File: config.mk
export PLATFORM = sky130hd
export DESIGN_NAME = serial_line_editor
export DESIGN_NICKNAME = d
export VERILOG_FILES = /design/src/rtl/core/sle_pkg.sv /design/src/rtl/core/sle_front.sv /design/src/rtl/core/sle_cmdq.sv /design/src/rtl/core/sle_back.sv /design/src/rtl/core/serial_line_editor.sv
export SDC_FILE = /design/constraint.sdc
export NUM_CORES = 1
export LEC_CHECK = 0
export ABC_AREA = 1
export BUFFER_PORTS_ARGS = -buffer_cell sky130_fd_sc_hd__buf_2
export CAP_MARGIN = 5
export CORE_MARGIN = 1.5
export CORE_UTILIZATION = 64
export DETAILED_ROUTE_END_ITERATION = 10
export PLACE_DENSITY = 0.9
export SLEW_MARGIN = 30
export SYNTH_ARGS = -nofsm -noshare
export SYNTH_HDL_FRONTEND = slang
export SYNTH_SLANG_ARGS = --single-unit
File: constraint.sdc
create_clock -name clk -period 5.5 [get_ports clk]
set_input_delay 1.1 -clock clk [delete_from_list [all_inputs] [get_ports clk]]
set_output_delay 1.1 -clock clk [all_outputs]
set_load 0.01 [all_outputs]
File: src/rtl/core/sle_pkg.sv
// ----------------------------------------------------------------------------
// sle_pkg
// Shared types and constants for the serial line editor: character codes,
// the command word passed from the front end to the back end, and the
// result word shown on the output ports.
// ----------------------------------------------------------------------------
package sle_pkg;

  // terminal character codes
  localparam logic [7:0] CH_BS    = 8'd8;
  localparam logic [7:0] CH_CR    = 8'd13;
  localparam logic [7:0] CH_ESC   = 8'd27;
  localparam logic [7:0] CH_DEL1  = 8'd126;
  localparam logic [7:0] CH_DEL2  = 8'd127;
  localparam logic [7:0] CH_SPACE = 8'd32;

  // bytes discarded after an escape
  localparam logic [1:0] ESC_SKIP = 2'd2;

  // index reach of the 8-bit line index
  localparam int unsigned INDEX_REACH = 256;

  // command queue between front and back
  localparam int unsigned CMDQ_DEPTH = 4;
  localparam int unsigned CMDQ_PW    = $clog2(CMDQ_DEPTH);

  // erase expands into three words
  localparam logic [1:0] ERASE_PH_BS1   = 2'd0;
  localparam logic [1:0] ERASE_PH_SPACE = 2'd1;
  localparam logic [1:0] ERASE_PH_BS2   = 2'd2;

  typedef enum logic [1:0] {
    CMD_STORE,
    CMD_ERASE,
    CMD_EOL
  } cmd_kind_t;

  // classified word from the front end
  typedef struct packed {
    cmd_kind_t   kind;
    logic [7:0]  data;   // byte to store
    logic [7:0]  index;  // store / erase position, or line length
  } cmd_t;

  // one result word
  typedef struct packed {
    logic        echo_valid;
    logic [7:0]  echo_byte;
    logic        store_valid;
    logic [7:0]  store_index;
    logic [7:0]  store_byte;
    logic        line_done;
    logic [7:0]  line_length;
    logic        last;
  } result_t;

endpackage

File: src/rtl/core/sle_front.sv
// ----------------------------------------------------------------------------
// sle_front
// Front end: holds the capacity register, the line index and the escape
// skip count, accepts one received byte per cycle while the command queue
// has room, and queues a command for every byte that produces output.
// ----------------------------------------------------------------------------
module sle_front import sle_pkg::*; #(
  parameter int unsigned MAX_LINE = 256
) (
  input  logic       clk,
  input  logic       rst_n,
  input  logic       cfg_valid,
  output logic       cfg_ready,
  input  logic [8:0] cfg_line_capacity,
  input  logic       in_push,
  output logic       in_full,
  input  logic [7:0] in_rx_byte,
  input  logic       q_full,
  output logic       q_push,
  output cmd_t       q_cmd
);

  // capacity ceiling from the build limit and the index reach
  localparam logic [8:0] CAP_LIMIT = (MAX_LINE < INDEX_REACH) ? 9'(MAX_LINE)
                                                              : 9'(INDEX_REACH);

  logic [8:0] capacity_r;
  logic [7:0] line_index_r, line_index_nxt;
  logic [1:0] skip_count_r, skip_count_nxt;
  logic [8:0] eff_cap;
  logic       accept;
  logic       is_erase;

  assign cfg_ready = 1'b1;
  assign in_full   = q_full;
  assign accept    = in_push && !q_full;

  // capacity register
  always_ff @(posedge clk) begin
    if (!rst_n) begin
      capacity_r <= 9'(INDEX_REACH);
    end else if (cfg_valid) begin
      capacity_r <= cfg_line_capacity;
    end
  end

  assign eff_cap  = (capacity_r > CAP_LIMIT) ? CAP_LIMIT : capacity_r;
  assign is_erase = (in_rx_byte == CH_BS) || (in_rx_byte == CH_DEL1) ||
                    (in_rx_byte == CH_DEL2);

  // classify the byte and work out the next line state
  always_comb begin
    line_index_nxt = line_index_r;
    skip_count_nxt = skip_count_r;
    q_push         = 1'b0;
    q_cmd.kind     = CMD_STORE;
    q_cmd.data     = in_rx_byte;
    q_cmd.index    = line_index_r;
    if (accept) begin
      if (skip_count_r != 2'd0) begin
        skip_count_nxt = skip_count_r - 2'd1;
      end else if (in_rx_byte == CH_CR) begin
        q_push         = 1'b1;
        q_cmd.kind     = CMD_EOL;
        line_index_nxt = 8'd0;
      end else if (is_erase) begin
        if (line_index_r != 8'd0) begin
          q_push         = 1'b1;
          q_cmd.kind     = CMD_ERASE;
          q_cmd.index    = line_index_r - 8'd1;
          line_index_nxt = line_index_r - 8'd1;
        end
      end else if (in_rx_byte == CH_ESC) begin
        skip_count_nxt = ESC_SKIP;
      end else if (({1'b0, line_index_r} + 9'd1) < eff_cap) begin
        q_push         = 1'b1;
        line_index_nxt = line_index_r + 8'd1;
      end
    end
  end

  // line state registers
  always_ff @(posedge clk) begin
    if (!rst_n) begin
      line_index_r <= 8'd0;
      skip_count_r <= 2'd0;
    end else begin
      line_index_r <= line_index_nxt;
      skip_count_r <= skip_count_nxt;
    end
  end

endmodule

File: src/rtl/core/sle_cmdq.sv
// ----------------------------------------------------------------------------
// sle_cmdq
// Short command queue between the front end and the back end, so that an
// erase expanding into three words does not hold up byte intake.
// ----------------------------------------------------------------------------
module sle_cmdq import sle_pkg::*; (
  input  logic clk,
  input  logic rst_n,
  input  logic push,
  input  cmd_t push_cmd,
  output logic full,
  input  logic pop,
  output logic empty,
  output cmd_t head
);

  cmd_t               slot_r [CMDQ_DEPTH];
  logic [CMDQ_PW-1:0] wr_ptr_r;
  logic [CMDQ_PW-1:0] rd_ptr_r;
  logic [CMDQ_PW:0]   count_r;
  logic               do_push;
  logic               do_pop;

  assign full    = (count_r == (CMDQ_PW+1)'(CMDQ_DEPTH));
  assign empty   = (count_r == '0);
  assign do_push = push && !full;
  assign do_pop  = pop && !empty;
  assign head    = slot_r[rd_ptr_r];

  // storage
  always_ff @(posedge clk) begin
    if (do_push) begin
      slot_r[wr_ptr_r] <= push_cmd;
    end
  end

  // pointers and fill count
  always_ff @(posedge clk) begin
    if (!rst_n) begin
      wr_ptr_r <= '0;
      rd_ptr_r <= '0;
      count_r  <= '0;
    end else begin
      if (do_push) begin
        wr_ptr_r <= wr_ptr_r + 1'b1;
      end
      if (do_pop) begin
        rd_ptr_r <= rd_ptr_r + 1'b1;
      end
      case ({do_push, do_pop})
        2'b10:   count_r <= count_r + 1'b1;
        2'b01:   count_r <= count_r - 1'b1;
        default: count_r <= count_r;
      endcase
    end
  end

endmodule

File: src/rtl/core/sle_back.sv
// ----------------------------------------------------------------------------
// sle_back
// Back end: turns queued commands into result words and holds each in an
// output register until popped; one word per cycle while the receiver pops.
// ----------------------------------------------------------------------------
module sle_back import sle_pkg::*; (
  input  logic    clk,
  input  logic    rst_n,
  input  logic    q_empty,
  input  cmd_t    q_head,
  output logic    q_pop,
  input  logic    out_pop,
  output logic    out_empty,
  output result_t out_word
);

  logic       out_valid_r;
  result_t    word_r, word_nxt;
  logic [1:0] phase_r, phase_nxt;
  logic       load;
  logic       take;

  assign load      = !out_valid_r || out_pop;
  assign take      = load && !q_empty;
  assign out_empty = !out_valid_r;
  assign out_word  = word_r;

  // build the next word from the queue head and the erase phase
  always_comb begin
    word_nxt  = '0;
    phase_nxt = phase_r;
    q_pop     = 1'b0;
    case (q_head.kind)
      CMD_STORE: begin
        word_nxt.echo_valid  = 1'b1;
        word_nxt.echo_byte   = q_head.data;
        word_nxt.store_valid = 1'b1;
        word_nxt.store_index = q_head.index;
        word_nxt.store_byte  = q_head.data;
        word_nxt.last        = 1'b1;
      end
      CMD_EOL: begin
        word_nxt.line_done   = 1'b1;
        word_nxt.line_length = q_head.index;
        word_nxt.last        = 1'b1;
      end
      CMD_ERASE: begin
        word_nxt.echo_valid = 1'b1;
        case (phase_r)
          ERASE_PH_BS1: begin
            word_nxt.echo_byte   = CH_BS;
            word_nxt.store_valid = 1'b1;
            word_nxt.store_index = q_head.index;
          end
          ERASE_PH_SPACE: begin
            word_nxt.echo_byte = CH_SPACE;
          end
          default: begin
            word_nxt.echo_byte = CH_BS;
            word_nxt.last      = 1'b1;
          end
        endcase
      end
      default: begin
        word_nxt = '0;
      end
    endcase
    if (take) begin
      if (q_head.kind == CMD_ERASE && phase_r != ERASE_PH_BS2) begin
        phase_nxt = phase_r + 2'd1;
      end else begin
        phase_nxt = ERASE_PH_BS1;
        q_pop     = 1'b1;
      end
    end
  end

  // output register and erase phase
  always_ff @(posedge clk) begin
    if (!rst_n) begin
      out_valid_r <= 1'b0;
      phase_r     <= ERASE_PH_BS1;
    end else begin
      phase_r <= phase_nxt;
      if (load) begin
        out_valid_r <= !q_empty;
      end
    end
  end

  always_ff @(posedge clk) begin
    if (take) begin
      word_r <= word_nxt;
    end
  end

endmodule

File: src/rtl/core/serial_line_editor.sv
// ----------------------------------------------------------------------------
// serial_line_editor
// Terminal line discipline with echo: edits a line held in an external
// buffer and answers received bytes with echo, buffer write and
// end-of-line words.
//
//   channel | direction | handshake           | payload
//   --------+-----------+---------------------+-------------------------------
//   in_     | in        | in_push / in_full   | in_rx_byte
//   out_    | out       | out_pop / out_empty | echo, store, line_done, last
//   cfg_    | in        | cfg_valid/cfg_ready | cfg_line_capacity
//
// One byte is taken per cycle while the four-entry command queue has room.
// Results leave at one word per cycle from the output register while the
// receiver pops; an erase gives three words, other bytes one word or none.
// Reset is synchronous: line index and skip count clear, capacity is 256,
// the queue and output register empty. A missing pop stalls only the back end;
// intake stops only when the command queue is full.
// ----------------------------------------------------------------------------
module serial_line_editor import sle_pkg::*; #(
  parameter int unsigned MAX_LINE = 256
) (
  input  logic       clk,
  input  logic       rst_n,
  input  logic       cfg_valid,
  output logic       cfg_ready,
  input  logic [8:0] cfg_line_capacity,
  input  logic       in_push,
  output logic       in_full,
  input  logic [7:0] in_rx_byte,
  output logic       out_empty,
  input  logic       out_pop,
  output logic       out_echo_valid,
  output logic [7:0] out_echo_byte,
  output logic       out_store_valid,
  output logic [7:0] out_store_index,
  output logic [7:0] out_store_byte,
  output logic       out_line_done,
  output logic [7:0] out_line_length,
  output logic       out_last
);

  logic    q_full;
  logic    q_push;
  cmd_t    q_cmd;
  logic    q_empty;
  logic    q_pop;
  cmd_t    q_head;
  result_t word;

  // byte intake and classification
  sle_front #(
    .MAX_LINE (MAX_LINE)
  ) u_front (
    .clk               (clk),
    .rst_n             (rst_n),
    .cfg_valid         (cfg_valid),
    .cfg_ready         (cfg_ready),
    .cfg_line_capacity (cfg_line_capacity),
    .in_push           (in_push),
    .in_full           (in_full),
    .in_rx_byte        (in_rx_byte),
    .q_full            (q_full),
    .q_push            (q_push),
    .q_cmd             (q_cmd)
  );

  // command queue
  sle_cmdq u_cmdq (
    .clk      (clk),
    .rst_n    (rst_n),
    .push     (q_push),
    .push_cmd (q_cmd),
    .full     (q_full),
    .pop      (q_pop),
    .empty    (q_empty),
    .head     (q_head)
  );

  // result generation
  sle_back u_back (
    .clk       (clk),
    .rst_n     (rst_n),
    .q_empty   (q_empty),
    .q_head    (q_head),
    .q_pop     (q_pop),
    .out_pop   (out_pop),
    .out_empty (out_empty),
    .out_word  (word)
  );

  assign out_echo_valid  = word.echo_valid;
  assign out_echo_byte   = word.echo_byte;
  assign out_store_valid = word.store_valid;
  assign out_store_index = word.store_index;
  assign out_store_byte  = word.store_byte;
  assign out_line_done   = word.line_done;
  assign out_line_length = word.line_length;
  assign out_last        = word.last;

endmodule

==> reports/qor.csv <==
stage;metric;value;unit
floorplanning;Starting Density;65.4;%
clock_tree;H-tree lvl count;4;
worst_setup_path;crit path launch type;flop;
detailed_routing;Detailed Routing Iterations Pass 1;5;
worst_setup_path;CP Class;flop to flop;
worst_setup_path;CP peak stage delay;520;ps
yosys;synthesized area per cell;10.1;um^2
detailed_routing;Detailed Route WL;13900;um
power;Leakage;3.05;nW
worst_setup_path;crit path cell chain;ha_1 > nand2_1 > nor2_1 > nand3_1 > nand2_1 > inv_1 > ha_1 > nand2_1 > nor2_1 > nand3_1 > nor2_1 > nor2_1 > nand2_1 > nand2_4 > nand3_4 > ha_1 > inv_1 > fa_1 > a21oi_1 > o21ai_0 > o21ai_0 > a21oi_1;
detailed_routing;Final ANT Viol Nets;0;
power;total power;0.00444;W
clock_tree;CTS tree;built;
yosys;synthesized area;0.00633;mm^2
yosys;Most used DFF post-synth;edfxtp_1;
clock_tree;clk root buf;clkbuf_8;
sta;crit share post-route;67.6;%
floorplanning;CORE AREA;0.00968;mm^2
worst_setup_path;critical path's slowest cell;dfxtp_1;
sta;Max Slew Vio Count;0;
yosys;register area share after synthesis;61.0;%
final_layout;ANT cells;0;
final_layout;Area growth, synth to finish;16.7;%
yosys;syn_nets;672;
floorplanning;Die W;102;um
worst_setup_path;RR Endpoint;u_cmdq.count_r[2];
detailed_routing;Remaining DRCs;0;
final_layout;Design Area, Final;0.00739;mm^2
global_routing;first-pass GRT wire length;21900;um
yosys;Yosys warnings;0;
clock_tree;# Post-CTS Setup Buffers;0;
global_routing;vias in the first global route;4563;
final_layout;nets;733;
place;gpl congestion;1.02;
global_routing;largest net degree at the start of global routing;41;
worst_hold_path;HP Class;flop to flop;
floorplanning;DIE AREA;0.0105;mm^2
global_routing;grt ovf;0;
final_layout;fill count;567;
worst_hold_path;WHS Endpoint;u_cmdq.count_r[0];
detailed_routing;vias post-DR;4855;
clock_tree;Worst-path clk slew;60;ps
detailed_routing;drt via density;5.82;
yosys;post-synth cell types;40;
sta;Hold Slack;460;ps
clock_tree;CTS max path bufs;2;
final_layout;Final Util;76.3;%
floorplanning;I/O pins;61;
worst_setup_path;r2r setup slk;1780;ps
sta;Final Hold Vio Count;0;
yosys;Seq cells post-synth;139;
sta;max_slew headroom;53.9;%
detailed_routing;WL per Instance;16.6;um
sta;setup violators final;0;
sta;Max Fclk;0.269;GHz
clock_tree;Hold Buf Count CTS;0;
worst_setup_path;reg2reg start;u_front.line_index_r[0];
final_layout;share of cells above drive strength 1;17.8;%
worst_setup_path;R2R depth;22;
worst_setup_path;Crit path required time;5920;ps
yosys;Mapped Cells;628;
worst_setup_path;WP buf/inv;2;
place;Buffers on Ports;59;
sta;Setup Skew;7.27;ps
yosys;Synth async-reset ratio;0;%
sta;minimum clock period;3720;ps
worst_hold_path;Hold Crit Start;u_cmdq.count_r[0];
sta;Setup TNS;0;ps
power;Power Density;601;mW/mm^2
floorplanning;Die Y;102;um
power;Max IR drop VDD;0.294;mV
sta;Worst Max-Slew Pin Slew;685;ps
yosys;Post-synth EDFFs;108;
detailed_routing;initial DRC count;540;
place;post-placement cell area;0.00672;mm^2
sta;RSZ-0062 raised after global routing;false;
job;max-cap violations;0;
place;Detailed Place HPWL;8730;um
clock_tree;post_cts resized;0;
worst_setup_path;crit-path leading delay family;simple AND/OR/NAND/NOR gates;
clock_tree;total CTS buffers;17;
outcome;status;completed;
clock_tree;clk_lat worst skew;530;ps
worst_setup_path;Critical Path AT;4140;ps
global_routing;Total GRT Usage;28.2;%
clock_tree;clock sinks;139;
worst_setup_path;CP Max Fanout;13;
worst_setup_path;Setup crit end kind;flop;
global_routing;initial antenna violation count;0;
worst_hold_path;hold depth;1;
floorplanning;Core Rows;36;
stage by stage:
| step | setup slack (ps) | instances |
|---|---|---|
| after floorplan | 1600 | 628 |
| after global placement | 2100 | 803 |
| after detailed placement | 1910 | 803 |
| after CTS | 1870 | 834 |
| after global routing | 1410 | 834 |
| final | 1780 | 834 |
sequential cells by signal, summed over array words and instances, names as in the netlist, 2 cells and up, named ones only:
register              count
u_back.out_word          36
u_back.phase_r            2
u_cmdq.count_r            3
u_cmdq.rd_ptr_r           2
u_cmdq.slot_r            72
u_cmdq.wr_ptr_r           2
u_front.capacity_r        9
u_front.line_index_r      8
u_front.skip_count_r      2
cell families (layout without fill, tap and decap cells):
logic type                 after synthesis  count (layout)  share of synthesized area (%)
and+or+nand+nor                        265             265                           17.9
other                                    1               1                         0.0592
DFF                                    139             139                           61.0
xor gates and xnor gates                 8               8                           1.11
adders and majority gates               22              22                           4.47
muxes                                    1               1                          0.158
AOI/OAI and AO/OA                      107             107                           9.61
buffers and inverters                   85             158                           5.69
how the worst max path moves through the flow:
stage,startpoint,to,cells after the start
floorplan,out_pop,u_cmdq.count_r[2],11
detailed placement,u_front.line_index_r[0],u_cmdq.slot_r[3][2],14
global placement,u_front.line_index_r[0],u_cmdq.slot_r[3][2],14
global route,u_front.line_index_r[0],u_cmdq.count_r[2],22
CTS,u_front.line_index_r[0],u_cmdq.slot_r[3][16],14
finish,u_front.line_index_r[0],u_cmdq.count_r[2],22
power by group:
part           switching, W  internal [W]
Sequential         0.000104       0.00154
Clock              0.000440      0.000828
Combinational       0.00106      0.000469
Total               0.00161       0.00284
synthesized netlist by cell type (7+ instances only):
master	count	share of area, %
a21oi_1	41	3.2
a32o_1	8	1.3
clkbuf_1	9	0.53
dfxtp_1	31	9.8
edfxtp_1	108	51
ha_1	21	4.2
inv_1	53	3.1
inv_2	10	0.59
nand2_1	113	6.7
nand3_1	22	1.7
nor2_1	102	6.0
o21ai_0	43	3.4
xor2_1	7	0.97
cells in the final DEF (no fill, tap or decap), types with 4 or more instances in the layout:
cell type / instances
bufinv_16: 6
nor3_1: 6
a32o_1: 8
edfxtp_1: 108
nor2_1: 99
ha_1: 21
nand4_1: 5
nor2_2: 4
o21ai_0: 43
inv_1: 53
nand2_2: 5
inv_2: 10
xor2_1: 7
o21ai_1: 6
a21oi_1: 41
buf_2: 59
nor2_4: 4
clkbuf_16: 16
dfxtp_1: 31
o22ai_1: 5
nand2_1: 113
nand3_1: 22
cell type report:
cell class              count  area [um^2]  share of cell area [%]
clock buffers              17          414                    5.60
inverters                  65          246                    3.34
flip-flops and latches    139         3860                    52.3
repair buffers             62          318                    4.30
clock inverters            14          243                    3.28
well taps                 133          166                    2.25
multi-input cells         404         2140                    28.9
metal layers:
metal	up-vias	part of all wire (%)	track usage, %
met1	2267	37	32.4
li1	2244	-	-
met5	-	0	0
met4	0	3.7	13.8
met2	289	51	49.2
met3	55	8.3	7.25
Power figures use the tool's default switching activity.
